**src/hw/rtl/bgnc_pkg.sv**
```systemverilog
// ============================================================================
// bgnc_pkg
// Shared types and constants for the binary grid neighbor count block.
// ============================================================================
`default_nettype none

package bgnc_pkg;

    localparam int CFG_W        = 9;
    localparam int MAX_SIZE_DEF = 256;
    localparam logic [CFG_W-1:0] GRID_RESET = CFG_W'(256);

    localparam int COUNT_W = 4;
    localparam int POS_W   = 8;

    localparam int FIFO_DEPTH = 4;
    localparam int FIFO_PTR_W = $clog2(FIFO_DEPTH);
    localparam int FIFO_CNT_W = $clog2(FIFO_DEPTH + 1);

    typedef struct packed {
        logic mark_bit;
        logic pad_item;
    } t_in_item;

    typedef struct packed {
        logic [COUNT_W-1:0] neighbor_count;
        logic [POS_W-1:0]   cell_row;
        logic [POS_W-1:0]   cell_column;
        logic               frame_end;
    } t_out_item;

    typedef struct packed {
        logic mid;
        logic up;
    } t_line_bits;

    typedef struct packed {
        logic      valid0;
        t_out_item data0;
        logic      valid1;
        t_out_item data1;
    } t_result_pair;

endpackage

`default_nettype wire

```
**src/hw/rtl/bgnc_stream_if.sv**
```systemverilog
// ============================================================================
// bgnc_stream_if
// Valid/ready stream channel carrying one payload per transaction.
// ============================================================================
`default_nettype none

interface bgnc_stream_if #(
    parameter type t_payload = logic
) ();

    logic     valid;
    logic     ready;
    t_payload payload;

    modport source (output valid, output payload, input ready);
    modport sink   (input valid, input payload, output ready);

endinterface

`default_nettype wire

```
**src/hw/rtl/bgnc_out_fifo.sv**
```systemverilog
// ============================================================================
// bgnc_out_fifo
// Small result queue that takes up to two results per cycle and sends one while ready is high.
// ============================================================================
`default_nettype none

module bgnc_out_fifo
    import bgnc_pkg::*;
(
    input  wire logic         i_clk,
    input  wire logic         i_rst_n,
    input  wire t_result_pair i_push,
    output logic              o_space,
    bgnc_stream_if.source     o_out_stream
);

    t_out_item              r_mem [FIFO_DEPTH];
    logic [FIFO_PTR_W-1:0]  r_head;
    logic [FIFO_PTR_W-1:0]  r_tail;
    logic [FIFO_CNT_W-1:0]  r_count;
    logic [FIFO_PTR_W-1:0]  n_head;
    logic [FIFO_PTR_W-1:0]  n_tail;
    logic [FIFO_CNT_W-1:0]  n_count;
    logic                   w_pop;
    logic [FIFO_CNT_W-1:0]  w_push_n;
    t_out_item              w_first;

    assign o_out_stream.valid   = (r_count != '0);
    assign o_out_stream.payload = r_mem[r_head];
    assign w_pop   = o_out_stream.valid && o_out_stream.ready;
    assign o_space = (r_count <= FIFO_CNT_W'(FIFO_DEPTH - 2));

    assign w_push_n = FIFO_CNT_W'(i_push.valid0) + FIFO_CNT_W'(i_push.valid1);
    assign w_first  = i_push.valid0 ? i_push.data0 : i_push.data1;

    always_comb begin
        n_head  = w_pop ? r_head + FIFO_PTR_W'(1) : r_head;
        n_tail  = r_tail + FIFO_PTR_W'(w_push_n);
        n_count = r_count + w_push_n - FIFO_CNT_W'(w_pop);
    end

    always_ff @(posedge i_clk) begin
        if (!i_rst_n) begin
            r_head  <= '0;
            r_tail  <= '0;
            r_count <= '0;
        end else begin
            r_head  <= n_head;
            r_tail  <= n_tail;
            r_count <= n_count;
        end
    end

    always_ff @(posedge i_clk) begin
        if (i_push.valid0 || i_push.valid1) begin
            r_mem[r_tail] <= w_first;
        end
        if (i_push.valid0 && i_push.valid1) begin
            r_mem[r_tail + FIFO_PTR_W'(1)] <= i_push.data1;
        end
    end

endmodule

`default_nettype wire

```
**src/flat_wrapper.sv**
```systemverilog
// flat-port wrapper written by rule: the top's interface ports become plain ports
module bgnc_out_fifo_flat import bgnc_pkg::*;
  (i_clk, i_rst_n, i_push, o_space, o_out_stream_valid, o_out_stream_payload, o_out_stream_ready);
  bgnc_stream_if o_out_stream_i ();
  input  wire logic i_clk;
  input  wire logic i_rst_n;
  input  wire t_result_pair i_push;
  output logic o_space;
  output wire logic [$bits(o_out_stream_i.valid)-1:0] o_out_stream_valid;
  output wire logic [$bits(o_out_stream_i.payload)-1:0] o_out_stream_payload;
  input wire logic [$bits(o_out_stream_i.ready)-1:0] o_out_stream_ready;
  assign o_out_stream_valid = o_out_stream_i.valid;
  assign o_out_stream_payload = o_out_stream_i.payload;
  assign o_out_stream_i.ready = o_out_stream_ready;
  bgnc_out_fifo u_core (.i_clk(i_clk), .i_rst_n(i_rst_n), .i_push(i_push), .o_space(o_space), .o_out_stream(o_out_stream_i));
endmodule
```
**config.mk**
```make
export PLATFORM = sky130hd
export DESIGN_NAME = bgnc_out_fifo_flat
export DESIGN_NICKNAME = d
export VERILOG_FILES = /design/src/hw/rtl/bgnc_pkg.sv /design/src/hw/rtl/bgnc_stream_if.sv /design/src/hw/rtl/bgnc_out_fifo.sv /design/src/flat_wrapper.sv
export SDC_FILE = /design/constraint.sdc
export NUM_CORES = 1
export LEC_CHECK = 0
export ABC_AREA = 0
export BUFFER_PORTS_ARGS = -buffer_cell sky130_fd_sc_hd__buf_2
export CAP_MARGIN = 20
export CELL_PAD_IN_SITES_DETAIL_PLACEMENT = 1
export CELL_PAD_IN_SITES_GLOBAL_PLACEMENT = 1
export CORE_MARGIN = 8
export CORE_UTILIZATION = 28
export DETAILED_ROUTE_END_ITERATION = 10
export GPL_TIMING_DRIVEN = 0
export PLACE_DENSITY_LB_ADDON = 0.1
export REMOVE_ABC_BUFFERS = 1
export SETUP_SLACK_MARGIN = 0.2
export SLEW_MARGIN = 10
export SYNTH_ARGS = -nofsm -noshare
export SYNTH_HDL_FRONTEND = slang
export SYNTH_SLANG_ARGS = --single-unit
```
**constraint.sdc**
```tcl
create_clock -name i_clk -period 2.69 [get_ports i_clk]
set_clock_uncertainty 0.15 [all_clocks]
set_input_delay 0.538 -clock i_clk [delete_from_list [all_inputs] [get_ports i_clk]]
set_output_delay 0.538 -clock i_clk [all_outputs]
set_load 0.03 [all_outputs]
```
==> impl_metrics.ini, run 1 <==
[run_status]
outcome = complete, no violations

[pwr]
p_leak_nw = 0.3397
ir_worst_vdd_mv = 0.3864
powerDensity_mw_per_mm2 = 899.1
power_w = 0.0007391

[layout]
diodes = 0
area_delta_synth_final_pct = 13.67
drive_gt1_share_pct = 24.36
final_cell_mix = dfxtp_1 (9), buf_2 (9), inv_1 (6), ha_1 (6)
fin_cells = 108
final_core_util_pct = 33.49
nets = 133
fill_cells = 287

[route]
viasPerCell = 4.380
drtIter0Drc = 3
vias = 473
dr.pass1.iters = 4
drc = 0
drt_wl_total_um = 1245
routedWlPerCell_um = 11.53
antenna_left = 0

[global_routing]
grt_pass1_wl_um = 2104
overflow = 0
grt_use_total_pct = 6.653
grt_pass1_vias = 504
antenna_found_initial = 0
grt_max_degree = 11

[clock_network]
numCtsBuffers = 3
clk_pin_slew_worst_paths_ps = 80
clock_path_buffers = 2
cts.sinks = 13
hold_buffers = 0
h-tree-depth = 1
clockRootBuffer = clkbuf_4
cts_setup_buffers = 0
cts_tree = yes
cts_resized = 0
worstSkewPairLatency_ps = 280

[critical_path]
critPathLaunchType = flop
cp.arrival_ps = 2370
crit_required_ps = 2720
crit_path_end_kind = flop
crit_fanout = 5
criticalPathCategory = reg -> reg

[sta]
slew_headroom_pct = 80.45
setup_viol = 0
worstMarginPinSlew_ps = 290.8
period_minus_slack_ps = 2344
max_freq_mhz = 426.6
timing.final.crit_share_pct = 87.14
hold_violations = 0
slew_violations = 0
rsz0062_at_grt = no
hold_slack_ps = 414.9
setup_tns_ps = 0

[placed_design]
routabilityCongestion = 0.6260
placed_cells = 104
port_buffers = 9
hpwl_um = 1017

[yosys]
synthesis.area_um2 = 723.2
ys.warnings.count = 0
syn_avg_cell_area_um2 = 10.79
synth_seq_area_share_pct = 41.52
synth.area.top_cells = dfxtp_1 (25%), edfxtp_1 (17%), ha_1 (10%)
netlist.area_leader.share_pct = 24.91
synth_cells = 67
synth-seq-cells = 13
yosysUniqueCellTypes = 27
yosys.area.top_type = dfxtp_1

[floorplan]
start_util_pct = 29.46
die_y_um = 66.82
io-pin-count = 50
num_rows = 18
die_area_mm2 = 0.004465
fp.coreArea_mm2 = 0.002455
die_w_um = 66.82

[min_path]
hold_class = in -> reg

[flow_run]
maxCapViolations = 0
## cell type report
cell class / instances / area (um^2) / area share, %
multi-input cells: 45 / 386.6 / 47.03
flip-flops and latches: 13 / 300.3 / 36.53
repair buffers: 9 / 45.04 / 5.479
well taps: 30 / 37.54 / 4.566
clock buffers: 4 / 26.28 / 3.196
inverters: 7 / 26.28 / 3.196
## metrics by stage
step | area, um^2 | setup slack, ps
floorplan | 713.2 | 450.4
global placement | 795.8 | 181.1
detailed placement | 795.8 | 141.7
CTS | 822.0 | 327.3
global route | 822.0 | 243.9
finish | 822.0 | 346.0
## critical path, stage by stage, from the launching register on
cell     delay, ps
dfxtp_1        360
o31a_1         350
ha_1           310
inv_1           60
ha_1           130
inv_1           50
fa_1           380
xor2_1         180
xnor2_1        130
and2_1         150
## final timing paths
path,start,to,slack [ps],depth (start not counted)
worst max-delay path,u_core.r_count[0],u_core.r_count[2],350,9
worst min-delay path,i_rst_n,u_core.r_tail[0],410,2
worst max register to register,u_core.r_count[0],u_core.r_count[2],350,9
worst min register to register,u_core.r_head[1],u_core.r_head[1],440,2
## cells in the mapped netlist
cell,n
edfxtp_1,4
o31ai_1,1
dfxtp_1,9
ha_1,6
buf_2,1
fa_1,1
mux2_2,3
xnor2_1,5
o31a_1,2
inv_2,1
o311ai_2,1
nand3_1,1
nand3b_1,1
mux4_2,1
a21oi_1,1
clkbuf_2,1
nor2b_1,3
or3_1,1
o21ai_0,2
nor3b_1,1
and2_1,5
mux2_4,1
xor2_1,1
and3b_1,1
inv_1,6
nor2_1,2
nand2_1,5
## cells by family (layout without fill, tap and decap cells)
group	after synthesis	in the layout	share of synthesized area [%]
AOI/OAI and AO/OA	7	7	7.786
xor gates and xnor gates	6	6	7.266
adders and majority gates	7	7	13.15
buffers and inverters	9	20	5.015
DFF	13	13	41.52
muxes	5	5	9.860
and+or+nand+nor	20	20	15.40
## per-layer routing
layer | vias up | part of all wire [%] | track usage [%]
met1 | 216 | 46 | 6.323
met4 | 0 | 2.4 | 4.800
met3 | 4 | 3.9 | 3.523
li1 | 248 | - | -
met5 | - | 0 | 0
met2 | 5 | 48 | 10.75
## power by group
group	switching, W	total [W]	internal, W
Combinational	0.000161	0.000308	0.000147
Sequential	0.0000530	0.000310	0.000257
Clock	0.0000637	0.000121	0.0000575
Total	0.000277	0.000739	0.000462
(Power assumes the default switching activity.)
==> run 2, diff against run 1 <==
--- a/config.mk
+++ b/config.mk
@@ -11,7 +11,7 @@
 export CELL_PAD_IN_SITES_DETAIL_PLACEMENT = 1
 export CELL_PAD_IN_SITES_GLOBAL_PLACEMENT = 1
 export CORE_MARGIN = 8
-export CORE_UTILIZATION = 28
+export CORE_UTILIZATION = 25
 export DETAILED_ROUTE_END_ITERATION = 10
 export GPL_TIMING_DRIVEN = 0
 export PLACE_DENSITY_LB_ADDON = 0.1
==> constraint.sdc (replaced) <==
create_clock -name i_clk -period 2.15 [get_ports i_clk]
set_clock_uncertainty 0.15 [all_clocks]
set_input_delay 0.43 -clock i_clk [delete_from_list [all_inputs] [get_ports i_clk]]
set_output_delay 0.43 -clock i_clk [all_outputs]
set_load 0.03 [all_outputs]
==> run 2 against run 1 <==
  * Maximum frequency increased by 6.6%
  * Total power is 34% higher
  * The flow now finishes with violations (setup timing)
  * Critical endpoint unchanged
  * Sequential share of layout area fell by 1.2 points
  * Non-clock buffer count up 4
  * Die area is 9.1% higher
  * Clock power increased by 21%
==> impl_metrics.ini, run 2 (same netlist as run 1, synthesis figures left out) <==
[route]
wl_met1_um = 643
drtIter0Drc = 12
met2_length_um = 669
drc = 0
routedWlPerCell_um = 12.16
viasPerCell = 4.407
antenna_left = 0
wl_met3_um = 47
drt_wl_total_um = 1374
top_layer = met4
dr.pass1.iters = 2
vias = 498

[clock_network]
cts_tree = yes
h-tree-depth = 1
numCtsBuffers = 3
clock_path_buffers = 2
clockRootBuffer = clkbuf_4
hold_buffers = 0
worstSkewPairLatency_ps = 270
cts.sinks = 13
clk_pin_slew_worst_paths_ps = 80

[pwr]
pwr-share-seq_pct = 38.7
p_leak_nw = 0.3616
ir_worst_vdd_mv = 0.5462
power.switching_w = 0.0003626
p_int_w = 0.0006312
powerDensity_mw_per_mm2 = 1141
power_frac_comb_pct = 46.5
power.clock.fraction_pct = 14.8
p_sw_share_pct = 36.48
power_w = 0.0009938

[sta]
setup_ws_ps = -48.97
timing.final.crit_share_pct = 102.3
hold_violations = 0
period_minus_slack_ps = 2199
slew_violations = 0
setup_tns_ps = -48.97
rsz0062_at_grt = yes
slew_headroom_pct = 78.44
max_freq_mhz = 454.8
worstMarginPinSlew_ps = 320.6
setup_viol = 1

[critical_path]
criticalPathCategory = reg -> reg
critPathSlowestCell = dfxtp_4
crit_fanout = 3
crit_path_end_kind = flop
crit_required_ps = 2170
cp.arrival_ps = 2220
max_stage_delay_ps = 350
critPathLaunchType = flop
path_cells = o31a_1 > ha_1 > inv_1 > ha_1 > inv_1 > fa_2 > xor2_2 > xnor2_1 > and2_1

[floorplan]
die_area_mm2 = 0.004870
fp.coreArea_mm2 = 0.002758
die_w_um = 69.79
io-pin-count = 50
start_util_pct = 26.23
die_y_um = 69.79
num_rows = 19

[layout]
nets = 137
final_common_cell = buf_2
diodes = 0
drive_gt1_share_pct = 32.93
final_core_util_pct = 31.58
fill_cells = 333
final_cell_mix = buf_2 (9), dfxtp_1 (7), inv_1 (6), ha_1 (6)
area_delta_synth_final_pct = 20.42

[global_routing]
grt_use_total_pct = 6.406
grt_pass1_wl_um = 2477
overflow = 0
antenna_found_initial = 0
grt_pass1_vias = 531
grt_max_degree = 11

[placed_design]
port_buffers = 9
routabilityCongestion = 0.6447
hpwl_um = 1075

[flow_run]
maxCapViolations = 0

[min_path]
hold_class = in -> reg

[run_status]
violations = setup timing
outcome = finished with violations
run 2: changes by cell type in the layout (fill, tap and decap cells not counted):
cell	delta
xor2_2	+1
dfxtp_1	-2
fa_1	-1
buf_4	+4
dfxtp_4	+2
fa_2	+1
xor2_1	-1
run 2: final timing paths:
kind | startpoint | to | slack [ps] | cells after the start
hold / removal | i_rst_n | u_core.r_count[1] | 320 | 2
hold reg to reg | u_core.r_head[0] | u_core.r_head[0] | 450 | 2
setup reg to reg | u_core.r_count[1] | u_core.r_count[2] | -50 | 9
setup / recovery | u_core.r_count[1] | u_core.r_count[2] | -50 | 9
run 2: layout make-up:
cell class	count	area, um^2	area share [%]
multi-input cells	45	396.6	45.55
flip-flops and latches	13	307.8	35.34
repair buffers	13	75.07	8.621
well taps	31	38.79	4.454
clock buffers	4	26.28	3.017
inverters	7	26.28	3.017
run 2: power by group through the flow:
stage / registers, W / clock network, W / logic (W)
2_1_floorplan: 0.000378 / 0 / 0.000313
3_3_place_gp: 0.000393 / 0 / 0.000388
3_5_place_dp: 0.000395 / 0 / 0.000398
4_1_cts: 0.000387 / 0.000160 / 0.000433
5_1_grt: 0.000398 / 0.000172 / 0.000531
6_report: 0.000384 / 0.000147 / 0.000462
run 2: layer usage:
layer	global-route usage, %	vias to the layer above
met3	3.147	2
met1	7.492	233
met4	2.009	0
li1	-	257
met2	9.949	6
met5	0	-
run 2: through the flow:
stage                     cells  setup slack, ps  area [um^2]  hold slack, ps
after floorplan              65           -55.12        713.2           394.8
after global placement      105           -263.9        797.0           425.8
after detailed placement    105           -271.0        797.0           445.5
after CTS                   111           -34.92        845.8           314.6
after global routing        113           -161.9        870.8           320.0
final                       113           -48.97        870.8           317.7
run 2: critical path: cells and delay by family (launching register included):
| kind | cells | cell delay, ps |
|---|---|---|
| compound gates | 1 | 320 |
| xor+xnor | 2 | 270 |
| fa+ha+maj | 3 | 760 |
| buf+inv | 2 | 110 |
| flops | 1 | 350 |
| simple gates | 1 | 140 |
run 2: timing repair:
item                       4_1_cts  5_1_grt
gates resized for setup          4        2
buffers inserted                 2        2
setup endpoints to repair        2        2
pin swaps                        3        1
